## src/hdl/dnsp_pkg.sv

```systemverilog
// ----------------------------------------------------------------------------
// dnsp_pkg
// Types and constants shared by the dns message stream parser files.
// ----------------------------------------------------------------------------
package dnsp_pkg;

    // longest name text accepted, each label counting its length plus one
    localparam int unsigned MAX_NAME_TEXT = 256;

    // label prefix codes
    localparam logic [1:0] PFX_LABEL   = 2'b00;
    localparam logic [1:0] PFX_POINTER = 2'b11;

    // sections
    typedef logic [2:0] section_t;
    localparam section_t SEC_HEADER     = 3'd0;
    localparam section_t SEC_QUESTION   = 3'd1;
    localparam section_t SEC_ADDITIONAL = 3'd4;

    typedef enum logic [4:0] {
        PH_IDLE    = 5'd0,
        PH_ID      = 5'd1,
        PH_FLAGS   = 5'd2,
        PH_QD      = 5'd3,
        PH_AN      = 5'd4,
        PH_NS      = 5'd5,
        PH_AR      = 5'd6,
        PH_NAMELEN = 5'd7,
        PH_PTRLO   = 5'd8,
        PH_LABEL   = 5'd9,
        PH_TYPE    = 5'd10,
        PH_CLASS   = 5'd11,
        PH_TTL     = 5'd12,
        PH_RDLEN   = 5'd13,
        PH_RDATA   = 5'd14
    } phase_t;

    typedef enum logic [4:0] {
        TK_ID        = 5'd0,
        TK_FLAGS     = 5'd1,
        TK_QDCOUNT   = 5'd2,
        TK_ANCOUNT   = 5'd3,
        TK_NSCOUNT   = 5'd4,
        TK_ARCOUNT   = 5'd5,
        TK_LABEL_LEN = 5'd6,
        TK_NAME_BYTE = 5'd7,
        TK_NAME_END  = 5'd8,
        TK_POINTER   = 5'd9,
        TK_TYPE      = 5'd10,
        TK_CLASS     = 5'd11,
        TK_TTL       = 5'd12,
        TK_RDLEN     = 5'd13,
        TK_RDATA     = 5'd14,
        TK_DONE      = 5'd15,
        TK_ERROR     = 5'd16
    } tok_kind_t;

    // one token as it leaves the parser
    typedef struct packed {
        tok_kind_t   kind;
        logic [31:0] value;
        section_t    section;
        logic [15:0] record_number;
        logic        done;
    } token_t;

endpackage

```

## src/hdl/dnsp_if.sv

```systemverilog
// ----------------------------------------------------------------------------
// dnsp_in_if / dnsp_out_if
// Valid/ready channels carrying message bytes in and tokens out.
// ----------------------------------------------------------------------------
interface dnsp_in_if;
    logic       valid;
    logic       ready;
    logic [7:0] data_byte;
    logic       message_start;

    modport source (output valid, output data_byte, output message_start, input ready);
    modport sink   (input valid, input data_byte, input message_start, output ready);
endinterface

interface dnsp_out_if;
    logic        valid;
    logic        ready;
    logic [4:0]  token_kind;
    logic [31:0] token_value;
    logic [2:0]  section;
    logic [15:0] record_number;
    logic        message_done;

    modport source (output valid, output token_kind, output token_value, output section,
                    output record_number, output message_done, input ready);
    modport sink   (input valid, input token_kind, input token_value, input section,
                    input record_number, input message_done, output ready);
endinterface

```

## src/hdl/dns_message_stream_parser.sv

```systemverilog
// ----------------------------------------------------------------------------
// dns_message_stream_parser
// Parses a DNS wire-format message one byte per item into field tokens.
// ----------------------------------------------------------------------------
// byte_ch carries one message byte per item; message_start on an item
// restarts the parse and that byte is the first byte of the id.
// token_ch carries at most one token per input byte: kind, value, section,
// record number and message_done on the final token or on an error.
// The parse state is updated in the cycle a byte is accepted and the token
// sits in the output register from the next cycle.
// Throughput is one byte per cycle unless token_ch stalls: the state update is a
// single pass of combinational logic from the state registers to their next values.
// byte_ch.ready is high whenever the output register is empty or is being
// emptied in this cycle; while the receiver stalls with a token waiting,
// input stops and the token holds.
// After reset the parser is idle and ignores bytes until message_start;
// it goes idle again at the end of a message and after an error token.
// Compression pointers are reported as 14-bit offsets and not followed.
// ----------------------------------------------------------------------------
module dns_message_stream_parser
(
    input  logic              clk,
    input  logic              rst_n,
    dnsp_in_if.sink           byte_ch,
    dnsp_out_if.source        token_ch
);

    // parse state
    dnsp_pkg::phase_t   phase_reg, phase_next;
    logic [2:0]         cnt_reg, cnt_next;
    logic [31:0]        acc_reg, acc_next;
    logic [15:0]        entries_reg [4];
    logic [15:0]        entries_next [4];
    dnsp_pkg::section_t sec_reg, sec_next;
    logic [15:0]        idx_reg, idx_next;
    logic [5:0]         lbl_reg, lbl_next;
    logic [8:0]         ntl_reg, ntl_next;
    logic [15:0]        rd_reg, rd_next;

    // output register
    logic               out_valid_reg;
    dnsp_pkg::token_t   tok_reg;

    // effective state after a possible restart
    dnsp_pkg::phase_t   phase_eff;
    logic [2:0]         cnt_eff;
    logic [31:0]        acc_eff;
    logic [15:0]        entries_eff [4];
    dnsp_pkg::section_t sec_eff;
    logic [15:0]        idx_eff;
    logic [8:0]         ntl_eff;

    logic               accept;
    logic               tok_valid;
    dnsp_pkg::token_t   tok;
    logic [7:0]         b;
    logic [31:0]        acc_shift;
    logic [2:0]         cnt_inc;
    logic [2:0]         need;
    logic               field_done;
    logic [3:0]         nz;
    logic [1:0]         cur_i;
    logic [15:0]        ent_dec;
    logic [9:0]         name_sum;

    // first section at or after s (1..4) whose count is non-zero
    function automatic logic [3:0] first_section(input logic [3:0] nzv, input logic [2:0] s);
        logic       found;
        logic [2:0] k_sel;
        found = 1'b0;
        k_sel = 3'd0;
        for (int k = 1; k <= 4; k++)
        begin
            if (!found && (3'(k) >= s) && nzv[k - 1])
            begin
                found = 1'b1;
                k_sel = 3'(k);
            end
        end
        return {found, k_sel};
    endfunction

    assign byte_ch.ready = !out_valid_reg || token_ch.ready;
    assign accept        = byte_ch.valid && byte_ch.ready;
    assign b             = byte_ch.data_byte;

    // restart view of the state
    always_comb
    begin
        if (byte_ch.message_start)
        begin
            phase_eff = dnsp_pkg::PH_ID;
            cnt_eff   = '0;
            acc_eff   = '0;
            sec_eff   = dnsp_pkg::SEC_HEADER;
            idx_eff   = '0;
            ntl_eff   = '0;
            for (int i = 0; i < 4; i++)
            begin
                entries_eff[i] = '0;
            end
        end
        else
        begin
            phase_eff = phase_reg;
            cnt_eff   = cnt_reg;
            acc_eff   = acc_reg;
            sec_eff   = sec_reg;
            idx_eff   = idx_reg;
            ntl_eff   = ntl_reg;
            for (int i = 0; i < 4; i++)
            begin
                entries_eff[i] = entries_reg[i];
            end
        end
    end

    // shared field assembly and entry bookkeeping terms
    always_comb
    begin
        acc_shift = {acc_eff[23:0], b};
        cnt_inc   = cnt_eff + 3'd1;
        need      = (phase_eff == dnsp_pkg::PH_TTL) ? 3'd4 : 3'd2;
        field_done = (cnt_inc >= need);
        for (int i = 0; i < 4; i++)
        begin
            nz[i] = (entries_eff[i] != 16'd0);
        end
        cur_i    = sec_eff[1:0] - 2'd1;
        ent_dec  = entries_eff[cur_i] - 16'd1;
        name_sum = {1'b0, ntl_eff} + {2'b00, b};
    end

    // next state and token
    always_comb
    begin
        logic [3:0] fs;
        logic [3:0] nz_hdr;
        logic       fin;

        phase_next = phase_eff;
        cnt_next   = cnt_eff;
        acc_next   = acc_eff;
        sec_next   = sec_eff;
        idx_next   = idx_eff;
        lbl_next   = lbl_reg;
        ntl_next   = ntl_eff;
        rd_next    = rd_reg;
        for (int i = 0; i < 4; i++)
        begin
            entries_next[i] = entries_eff[i];
        end

        tok_valid         = 1'b0;
        tok.kind          = dnsp_pkg::TK_ID;
        tok.value         = '0;
        tok.section       = sec_eff;
        tok.record_number = idx_eff;
        tok.done          = 1'b0;
        fin               = 1'b0;
        fs                = '0;
        nz_hdr            = nz;

        case (phase_eff)
            dnsp_pkg::PH_ID, dnsp_pkg::PH_FLAGS, dnsp_pkg::PH_QD,
            dnsp_pkg::PH_AN, dnsp_pkg::PH_NS, dnsp_pkg::PH_AR:
            begin
                acc_next = acc_shift;
                cnt_next = field_done ? 3'd0 : cnt_inc;
                if (field_done)
                begin
                    tok_valid = 1'b1;
                    tok.kind  = dnsp_pkg::tok_kind_t'(phase_eff - 5'd1);
                    tok.value = {16'd0, acc_shift[15:0]};
                    if (phase_eff inside {dnsp_pkg::PH_QD, dnsp_pkg::PH_AN,
                                          dnsp_pkg::PH_NS, dnsp_pkg::PH_AR})
                    begin
                        entries_next[2'(phase_eff - dnsp_pkg::PH_QD)] = acc_shift[15:0];
                    end
                    if (phase_eff == dnsp_pkg::PH_AR)
                    begin
                        // enter the first section with entries
                        nz_hdr[3] = (acc_shift[15:0] != 16'd0);
                        fs = first_section(nz_hdr, dnsp_pkg::SEC_QUESTION);
                        if (fs[3])
                        begin
                            sec_next   = fs[2:0];
                            idx_next   = '0;
                            ntl_next   = '0;
                            phase_next = dnsp_pkg::PH_NAMELEN;
                        end
                        else
                        begin
                            phase_next = dnsp_pkg::PH_IDLE;
                            tok.done   = 1'b1;
                        end
                    end
                    else
                    begin
                        phase_next = dnsp_pkg::phase_t'(phase_eff + 5'd1);
                    end
                end
            end
            dnsp_pkg::PH_NAMELEN:
            begin
                tok_valid = 1'b1;
                if (b == 8'd0)
                begin
                    tok.kind   = dnsp_pkg::TK_NAME_END;
                    phase_next = dnsp_pkg::PH_TYPE;
                end
                else if (b[7:6] == dnsp_pkg::PFX_POINTER)
                begin
                    tok_valid  = 1'b0;
                    acc_next   = {26'd0, b[5:0]};
                    phase_next = dnsp_pkg::PH_PTRLO;
                end
                else if ((b[7:6] != dnsp_pkg::PFX_LABEL) ||
                         (name_sum >= 10'(dnsp_pkg::MAX_NAME_TEXT)))
                begin
                    tok.kind   = dnsp_pkg::TK_ERROR;
                    tok.value  = {24'd0, b};
                    tok.done   = 1'b1;
                    phase_next = dnsp_pkg::PH_IDLE;
                end
                else
                begin
                    tok.kind   = dnsp_pkg::TK_LABEL_LEN;
                    tok.value  = {24'd0, b};
                    lbl_next   = b[5:0];
                    ntl_next   = name_sum[8:0] + 9'd1;
                    phase_next = dnsp_pkg::PH_LABEL;
                end
            end
            dnsp_pkg::PH_PTRLO:
            begin
                tok_valid  = 1'b1;
                tok.kind   = dnsp_pkg::TK_POINTER;
                tok.value  = {18'd0, acc_eff[5:0], b};
                acc_next   = '0;
                phase_next = dnsp_pkg::PH_TYPE;
            end
            dnsp_pkg::PH_LABEL:
            begin
                tok_valid = 1'b1;
                tok.kind  = dnsp_pkg::TK_NAME_BYTE;
                tok.value = {24'd0, b};
                lbl_next  = lbl_reg - 6'd1;
                if (lbl_reg == 6'd1)
                begin
                    phase_next = dnsp_pkg::PH_NAMELEN;
                end
            end
            dnsp_pkg::PH_TYPE, dnsp_pkg::PH_CLASS, dnsp_pkg::PH_TTL, dnsp_pkg::PH_RDLEN:
            begin
                acc_next = acc_shift;
                cnt_next = field_done ? 3'd0 : cnt_inc;
                if (field_done)
                begin
                    tok_valid = 1'b1;
                    tok.value = (phase_eff == dnsp_pkg::PH_TTL) ? acc_shift
                                                                 : {16'd0, acc_shift[15:0]};
                    case (phase_eff)
                        dnsp_pkg::PH_TYPE:
                        begin
                            tok.kind   = dnsp_pkg::TK_TYPE;
                            phase_next = dnsp_pkg::PH_CLASS;
                        end
                        dnsp_pkg::PH_CLASS:
                        begin
                            tok.kind = dnsp_pkg::TK_CLASS;
                            if (sec_eff == dnsp_pkg::SEC_QUESTION)
                            begin
                                fin = 1'b1;
                            end
                            else
                            begin
                                phase_next = dnsp_pkg::PH_TTL;
                            end
                        end
                        dnsp_pkg::PH_TTL:
                        begin
                            tok.kind   = dnsp_pkg::TK_TTL;
                            phase_next = dnsp_pkg::PH_RDLEN;
                        end
                        default:
                        begin
                            tok.kind = dnsp_pkg::TK_RDLEN;
                            rd_next  = acc_shift[15:0];
                            if (acc_shift[15:0] == 16'd0)
                            begin
                                fin = 1'b1;
                            end
                            else
                            begin
                                phase_next = dnsp_pkg::PH_RDATA;
                            end
                        end
                    endcase
                end
            end
            dnsp_pkg::PH_RDATA:
            begin
                tok_valid = 1'b1;
                tok.kind  = dnsp_pkg::TK_RDATA;
                tok.value = {24'd0, b};
                rd_next   = rd_reg - 16'd1;
                fin       = (rd_reg == 16'd1);
            end
            default:
            begin
                phase_next = dnsp_pkg::PH_IDLE;
            end
        endcase

        // close the current entry, moving on to the next one or section
        if (fin)
        begin
            entries_next[cur_i] = ent_dec;
            if (ent_dec == 16'd0)
            begin
                fs = first_section(nz, sec_eff + 3'd1);
                if (fs[3])
                begin
                    sec_next   = fs[2:0];
                    idx_next   = '0;
                    ntl_next   = '0;
                    phase_next = dnsp_pkg::PH_NAMELEN;
                end
                else
                begin
                    phase_next = dnsp_pkg::PH_IDLE;
                    tok.done   = 1'b1;
                end
            end
            else
            begin
                idx_next   = idx_eff + 16'd1;
                ntl_next   = '0;
                phase_next = dnsp_pkg::PH_NAMELEN;
            end
        end
    end

    // state registers
    always_ff @(posedge clk or negedge rst_n)
    begin
        if (!rst_n)
        begin
            phase_reg <= dnsp_pkg::PH_IDLE;
            cnt_reg   <= '0;
            acc_reg   <= '0;
            sec_reg   <= dnsp_pkg::SEC_HEADER;
            idx_reg   <= '0;
            lbl_reg   <= '0;
            ntl_reg   <= '0;
            rd_reg    <= '0;
            for (int i = 0; i < 4; i++)
            begin
                entries_reg[i] <= '0;
            end
        end
        else if (accept)
        begin
            phase_reg <= phase_next;
            cnt_reg   <= cnt_next;
            acc_reg   <= acc_next;
            sec_reg   <= sec_next;
            idx_reg   <= idx_next;
            lbl_reg   <= lbl_next;
            ntl_reg   <= ntl_next;
            rd_reg    <= rd_next;
            for (int i = 0; i < 4; i++)
            begin
                entries_reg[i] <= entries_next[i];
            end
        end
    end

    // output valid
    always_ff @(posedge clk or negedge rst_n)
    begin
        if (!rst_n)
        begin
            out_valid_reg <= 1'b0;
        end
        else if (accept)
        begin
            out_valid_reg <= tok_valid;
        end
        else if (token_ch.ready)
        begin
            out_valid_reg <= 1'b0;
        end
    end

    // output payload
    always_ff @(posedge clk)
    begin
        if (accept && tok_valid)
        begin
            tok_reg <= tok;
        end
    end

    assign token_ch.valid         = out_valid_reg;
    assign token_ch.token_kind    = tok_reg.kind;
    assign token_ch.token_value   = tok_reg.value;
    assign token_ch.section       = tok_reg.section;
    assign token_ch.record_number = tok_reg.record_number;
    assign token_ch.message_done  = tok_reg.done;

endmodule

```

## src/flat_wrapper.sv

```systemverilog
// flat-port wrapper written by rule: the top's interface ports become plain ports
module dns_message_stream_parser_flat 
  (clk, rst_n, byte_ch_valid, byte_ch_data_byte, byte_ch_message_start, byte_ch_ready, token_ch_valid, token_ch_token_kind, token_ch_token_value, token_ch_section, token_ch_record_number, token_ch_message_done, token_ch_ready);
  dnsp_in_if byte_ch_i ();
  dnsp_out_if token_ch_i ();
  input  logic clk;
  input  logic rst_n;
  input wire logic [$bits(byte_ch_i.valid)-1:0] byte_ch_valid;
  input wire logic [$bits(byte_ch_i.data_byte)-1:0] byte_ch_data_byte;
  input wire logic [$bits(byte_ch_i.message_start)-1:0] byte_ch_message_start;
  output wire logic [$bits(byte_ch_i.ready)-1:0] byte_ch_ready;
  output wire logic [$bits(token_ch_i.valid)-1:0] token_ch_valid;
  output wire logic [$bits(token_ch_i.token_kind)-1:0] token_ch_token_kind;
  output wire logic [$bits(token_ch_i.token_value)-1:0] token_ch_token_value;
  output wire logic [$bits(token_ch_i.section)-1:0] token_ch_section;
  output wire logic [$bits(token_ch_i.record_number)-1:0] token_ch_record_number;
  output wire logic [$bits(token_ch_i.message_done)-1:0] token_ch_message_done;
  input wire logic [$bits(token_ch_i.ready)-1:0] token_ch_ready;
  assign byte_ch_i.valid = byte_ch_valid;
  assign byte_ch_i.data_byte = byte_ch_data_byte;
  assign byte_ch_i.message_start = byte_ch_message_start;
  assign byte_ch_ready = byte_ch_i.ready;
  assign token_ch_valid = token_ch_i.valid;
  assign token_ch_token_kind = token_ch_i.token_kind;
  assign token_ch_token_value = token_ch_i.token_value;
  assign token_ch_section = token_ch_i.section;
  assign token_ch_record_number = token_ch_i.record_number;
  assign token_ch_message_done = token_ch_i.message_done;
  assign token_ch_i.ready = token_ch_ready;
  dns_message_stream_parser u_core (.clk(clk), .rst_n(rst_n), .byte_ch(byte_ch_i), .token_ch(token_ch_i));
endmodule
```

## config.mk

```make
export PLATFORM = sky130hd
export DESIGN_NAME = dns_message_stream_parser_flat
export DESIGN_NICKNAME = d
export VERILOG_FILES = /design/src/hdl/dnsp_pkg.sv /design/src/hdl/dnsp_if.sv /design/src/hdl/dns_message_stream_parser.sv /design/src/flat_wrapper.sv
export SDC_FILE = /design/constraint.sdc
export NUM_CORES = 1
export LEC_CHECK = 0
export ABC_AREA = 1
export ABC_CLOCK_PERIOD_IN_PS = 4700
export BUFFER_PORTS_ARGS = -buffer_cell sky130_fd_sc_hd__buf_2
export CORE_ASPECT_RATIO = 1.25
export CORE_MARGIN = 1
export CORE_UTILIZATION = 55
export CTS_BUF_LIST = sky130_fd_sc_hd__clkbuf_8
export CTS_CLUSTER_DIAMETER = 120
export DETAILED_ROUTE_END_ITERATION = 6
export PLACE_DENSITY = 0.8
export SLEW_MARGIN = 15
export SYNTH_ARGS = -nofsm -noshare
export SYNTH_HDL_FRONTEND = slang
export SYNTH_SLANG_ARGS = --single-unit
```

## constraint.sdc

```tcl
create_clock -name clk -period 4.7 [get_ports clk]
set_clock_uncertainty 0.1 [all_clocks]
set_input_delay 0.47 -clock clk [delete_from_list [all_inputs] [get_ports clk]]
set_output_delay 0.47 -clock clk [all_outputs]
set_load 0.02 [all_outputs]
```

==> results.sh, run 1 <==
export IMPL_finalCritPeriodShare=0.8843
export IMPL_worstPathRequired_ps=5050
export IMPL_finalInstanceArea_um2=15150
export IMPL_min_from="token_ch_ready"
export IMPL_grt_max_degree=109
export IMPL_peakVddDrop_mv=0.2501
export IMPL_synth_cell_types=48
export IMPL_synth_top_area_frac=0.2675
export IMPL_r2r_start="u_core.sec_reg[0]"
export IMPL_rr_worst_depth=17
export IMPL_largest_reg_flops=64
export IMPL_drive_gt1_frac=0.09726
export IMPL_synth_top_area_cell="dfrtp_1"
export IMPL_cts_resized=0
export IMPL_yosysSeqAreaShare=0.3919
export IMPL_period_needed_ps=4156
export IMPL_final_hold_viol_count=0
export IMPL_min_to="u_core.token_ch.valid"
export IMPL_die_y_um=178.8
export IMPL_slew_limit_headroom=0.3282
export IMPL_cp_arrival_ps=4510
export IMPL_cp_start_kind="flop"
export IMPL_cp_max_fo=19
export IMPL_slew_viol_final=0
export IMPL_fmax_mhz=240.6
export IMPL_final_common_cell="nand2_1"
export IMPL_io_pins=72
export IMPL_htreeDepth=2
export IMPL_drtIter0Drc=1412
export IMPL_cap_violations=0
export IMPL_cts_buffer_depth=3
export IMPL_final_nets=2091
export IMPL_cts_tree="built"
export IMPL_core_um2=24500
export IMPL_whs_ps=167.1
export IMPL_power_mw=7.030
export IMPL_wl_per_cell_um=17.84
export IMPL_hpwl_mm=30.06
export IMPL_grt_pass1_wl_mm=68.28
export IMPL_antenna_found_initial=0
export IMPL_firstDrtPassIters=7
export IMPL_worst_pin_slew_ps=1008
export IMPL_syn_area_um2=13750
export IMPL_place_ws_ps=392.0
export IMPL_syn_nets=2030
export IMPL_drc=3
export IMPL_start_util=0.5613
export IMPL_criticalPathCategory="flop to flop"
export IMPL_end_kind="flop"
export IMPL_cts_setup_buffers=0
export IMPL_clk_pin_slew_worst_paths_ps=60
export IMPL_viasPerCell=5.908
export IMPL_row_count=64
export IMPL_dieArea_um2=25650
export IMPL_fin_ws_ps=543.9
export IMPL_synthCells=1990
export IMPL_yosys_warnings=0
export IMPL_synth_seq_cells=204
export IMPL_power_leakage_nw=7.509
export IMPL_grt_pass1_vias=13180
export IMPL_final_setup_tns_ps=0
export IMPL_synthTopCellsByArea="dfrtp_1 27%, nand2_1 14%, edfxtp_1 12%"
export IMPL_violations="DRC"
export IMPL_numClockSinks=204
export IMPL_setup_viol=0
export IMPL_vias=14220
export IMPL_rsz0062_at_grt="no"
export IMPL_status="finished, violations left"
export IMPL_final_cell_mix="502 x nand2_1, 223 x inv_1, 223 x o21ai_0"
export IMPL_grt_ovfl_total=0
export IMPL_antenna_left=0
export IMPL_ctsHoldBuffers=1
export IMPL_syn_avg_cell_area_um2=6.911
export IMPL_place_congestion=1.013
export IMPL_dieWidth_um=143.4
export IMPL_cts_buffers=37
export IMPL_root_buffer="clkbuf_8"
export IMPL_grt_use_total=0.3435
export IMPL_area_growth_pct=10.16
export IMPL_port_buffers=71
export IMPL_hold_depth=4
export IMPL_reg2reg_slack_ps=540
export IMPL_hp_class="primary input to flop"
export IMPL_power_density_nw_per_um2=464.0
export IMPL_dpl_cell_area_um2=14430
export IMPL_clock_latency_ps=560
export IMPL_wirelength_mm=42.93
export IMPL_antennaDiodeCount=0
export IMPL_r2r_end="u_core.ntl_reg[6]"
[layout make-up]
type | instances | area [µm²]
Fill cell | 2283 | 9353
Multi-Input combinational cell | 1473 | 7074
Sequential cell | 204 | 5390
Inverter | 217 | 822.0
Timing Repair Buffer | 118 | 742.0
Clock buffer | 43 | 591.8
Tap cell | 330 | 412.9
Clock inverter | 22 | 117.6
[worst max path at each step]
stage,start,to,slack [ps],depth (start not counted)
after CTS,u_core.sec_reg[0],u_core.ntl_reg[6],710,17
final,u_core.sec_reg[0],u_core.ntl_reg[6],540,17
after global placement,byte_ch_message_start,u_core.ntl_reg[7],490,18
after global routing,u_core.sec_reg[0],u_core.ntl_reg[1],330,18
after floorplan,byte_ch_message_start,u_core.token_ch.message_done,60,19
after detailed placement,byte_ch_message_start,u_core.ntl_reg[6],390,20
[through the flow]
stage / utilization / std cells
CTS: 0.6183 / 2407
finish: 0.6183 / 2407
global placement: 0.5890 / 2341
detailed placement: 0.5890 / 2341
floorplan: - / 1990
global route: 0.6183 / 2407
[cells in the mapped netlist (all sizes together)]
| cell type | instances |
|---|---|
| nand2 | 513 |
| o21ai | 232 |
| nor2 | 227 |
| inv | 213 |
| nand3 | 188 |
| dfrtp | 147 |
| a21oi | 144 |
| edfxtp | 57 |
| clkbuf | 56 |
| nand4 | 42 |
| buf | 40 |
| ha | 27 |
| xor2 | 14 |
| a22o | 13 |
| nor3 | 13 |
| o211ai | 12 |
| o22ai | 7 |
| xnor2 | 7 |
| nor4 | 6 |
| a211oi | 4 |
| a31oi | 4 |
| clkinv | 4 |
| nand3b | 4 |
| a22oi | 3 |
| o2111ai | 3 |
| or2 | 2 |
| a32oi | 1 |
| a41oi | 1 |
| and2 | 1 |
| and3 | 1 |
| mux2i | 1 |
| o221ai | 1 |
| o311ai | 1 |
| o41ai | 1 |
[kinds of logic after synthesis]
logic type | share of synthesized area
fa+ha+maj | 0.02456
compound gates | 0.1667
mux | 0.0007278
flops | 0.3919
buf+inv | 0.09525
simple gates | 0.3075
xor+xnor | 0.01337
[routing by layer]
metal	part of all wire	track usage	vias up	wire length (µm)
li1	-	-	6731	-
met1	0.40	0.4313	6663	17150
met2	0.47	0.5560	679	20000
met3	0.083	0.06010	147	3563
met4	0.052	0.1968	0	2221
met5	0	0	-	0
[report_power, final]
group	leakage, nW	switching, mW	internal, mW	total [mW]
registers	2.44	0.256	2.31	2.57
clock network	0.412	0.755	0.884	1.64
logic	4.66	2.00	0.821	2.82
total	7.51	3.01	4.02	7.03
[worst max-delay path, stage by stage (launching register included)]
cell and delay (ps):
dfrtp_1 450, inv_2 190, nor2_1 660, nand2_1 110
nand2_1 140, o21ai_1 90, ha_1 240, nand2_1 150
o21ai_0 300, nor3_1 290, nand2_1 90, nor2_2 260
nand2_4 210, nand2_4 250, nand3_2 150, inv_2 230
nand2_1 60, o21ai_0 80
No activity file was read; power rests on OpenSTA's default activity.
==> inputs of run 2 (changes only) <==
Settings changed: CORE_UTILIZATION 55 to 36, PLACE_DENSITY 0.8 to 0.59.
==> run 2 against run 1 <==
Net effect: clock power rose by 13%; critical path depth is 1 lower; combinational power is essentially flat; the flow now finishes without violations.
==> results.sh, run 2 (same netlist as run 1, synthesis figures left out) <==
export IMPL_reg2reg_slack_ps=540
export IMPL_power_density_nw_per_um2=471.3
export IMPL_criticalPathCategory="flop to flop"
export IMPL_p_clk_frac=0.255
export IMPL_crit_family="simple AND/OR/NAND/NOR gates"
export IMPL_cp_arrival_ps=4520
export IMPL_peakVddDrop_mv=0.2128
export IMPL_place_ws_ps=350.6
export IMPL_worst_path_buf_inv=5
export IMPL_period_needed_ps=4163
export IMPL_cp_start_kind="flop"
export IMPL_fin_ws_ps=536.8
export IMPL_antennaDiodeCount=0
export IMPL_slew_viol_final=0
export IMPL_crit_chain="nor2_1 -> ha_1 -> inv_1 -> nor2_1 -> nand2_1 -> ha_1 -> nand3_1 -> nand2_1 -> inv_1 -> buf_4 -> nor3_1 -> buf_4 -> inv_1 -> o21ai_0 -> a21oi_1 -> a22o_1"
export IMPL_finalInstanceArea_um2=15420
export IMPL_cts_buffer_depth=3
export IMPL_ctsHoldBuffers=1
export IMPL_drive_gt1_frac=0.1001
export IMPL_root_buffer="clkbuf_8"
export IMPL_end_kind="flop"
export IMPL_drtIter0Drc=1311
export IMPL_start_util=0.3671
export IMPL_clock_latency_ps=570
export IMPL_grt_pass1_wl_mm=73.44
export IMPL_final_cell_mix="502 x nand2_1, 223 x o21ai_0, 218 x nor2_1"
export IMPL_internal_power_mw=4.165
export IMPL_rsz0062_at_grt="no"
export IMPL_viasPerCell=5.413
export IMPL_fmax_mhz=240.2
export IMPL_port_buffers=71
export IMPL_firstDrtPassIters=6
export IMPL_final_setup_tns_ps=0
export IMPL_place_congestion=0.9841
export IMPL_fin_util=0.4115
export IMPL_final_common_cell="nand2_1"
export IMPL_slowest_delay_ps=390
export IMPL_wl_per_cell_um=18.24
export IMPL_io_pins=72
export IMPL_final_nets=2089
export IMPL_clk_pin_slew_worst_paths_ps=70
export IMPL_swShare=0.4267
export IMPL_grt_ovfl_total=0
export IMPL_hpwl_mm=32.88
export IMPL_antenna_left=0
export IMPL_dieArea_um2=38990
export IMPL_dieWidth_um=176.8
export IMPL_grt_pass1_vias=13160
export IMPL_htreeDepth=2
export IMPL_wirelength_mm=46.78
export IMPL_setup_viol=0
export IMPL_slew_limit_headroom=0.3791
export IMPL_power_leakage_nw=7.530
export IMPL_numClockSinks=204
export IMPL_row_count=79
export IMPL_worst_pin_slew_ps=931.3
export IMPL_grt_use_total=0.2420
export IMPL_status="completed"
export IMPL_finalCritPeriodShare=0.8858
export IMPL_worstPathRequired_ps=5060
export IMPL_area_growth_pct=12.09
export IMPL_fillCellCount=3916
export IMPL_hp_class="primary input to flop"
export IMPL_vias=13880
export IMPL_core_um2=37460
export IMPL_cts_resized=0
export IMPL_grt_max_degree=104
export IMPL_drc=0
export IMPL_cts_setup_buffers=0
export IMPL_largest_reg_flops=64
export IMPL_cap_violations=0
export IMPL_dpl_cell_area_um2=14610
export IMPL_cts_buffers=37
export IMPL_seq_power_share=0.354
export IMPL_crit_top_cell="inv_1"
export IMPL_antenna_found_initial=0
export IMPL_final_hold_viol_count=0
export IMPL_combPwrFrac=0.391
export IMPL_p_sw_mw=3.101
export IMPL_cp_max_fo=22
export IMPL_slowest_stage="dfrtp_1"
export IMPL_cts_tree="built"
export IMPL_die_y_um=220.5
-- run 2: cell count changes in the layout (fill, tap and decap cells not counted), sizes merged --
| cell | previous run | this run |
|---|---|---|
| clkinv | 7 | 15 |
| clkbuf | 43 | 41 |
| bufinv | 1 | 4 |
| buf | 117 | 115 |
| inv | 228 | 223 |
| clkinvlp | 3 | 2 |
-- run 2: stage by stage --
| stage | std cells | power (mW) | hold slack [ps] |
|---|---|---|---|
| floorplan | 1990 | 4.459 | 74.41 |
| global placement | 2495 | 5.363 | 363.2 |
| detailed placement | 2495 | 5.404 | 380.8 |
| CTS | 2564 | 7.299 | 123.2 |
| global route | 2564 | 7.764 | 197.1 |
| finish | 2564 | 7.266 | 143.4 |
-- run 2: power by group through the flow --
stage | Clock [mW] | Combinational (mW) | Sequential (mW)
after floorplan | 0 | 1.78 | 2.68
after global placement | 0 | 2.78 | 2.58
after detailed placement | 0 | 2.81 | 2.60
after CTS | 1.91 | 2.82 | 2.57
after global routing | 1.99 | 3.16 | 2.62
final | 1.86 | 2.84 | 2.57
-- run 2: worst paths after layout --
| path | startpoint | depth (start not counted) | endpoint |
|---|---|---|---|
| setup / recovery | u_core.phase_reg[0] | 16 | u_core.entries_reg[41] |
| hold / removal | token_ch_ready | 4 | u_core.token_ch.valid |
| setup reg to reg | u_core.phase_reg[0] | 16 | u_core.entries_reg[41] |
| hold reg to reg | u_core.cnt_reg[2] | 2 | u_core.cnt_reg[2] |
| max in group asynchronous | rst_n | 3 | u_core.entries_reg[62] |
| min in group asynchronous | rst_n | 2 | u_core.rd_reg[5] |
-- run 2: area by class of cell --
type,count,area (µm²),area share
clock inverter,27,229.0,0.01485
inverter,217,823.3,0.05340
multi-input combinational,1473,7074,0.4589
timing repair buffer,116,726.9,0.04716
clock buffer,41,564.3,0.03660
tap,486,608.1,0.03944
sequential,204,5390,0.3496
-- run 2: worst min-delay path: cells and delay by family --
kind / cells / cell delay (ps)
buf+inv: 2 / 110
simple gates: 2 / 180
-- run 2: metal layers --
| metal | global-route usage | routed length, µm | vias to the layer above |
|---|---|---|---|
| met5 | 0 | 0 | - |
| met4 | 0.1279 | 2447 | 0 |
| met3 | 0.03179 | 2579 | 124 |
| met2 | 0.4108 | 22560 | 518 |
| met1 | 0.2986 | 19190 | 6505 |
| li1 | - | - | 6733 |
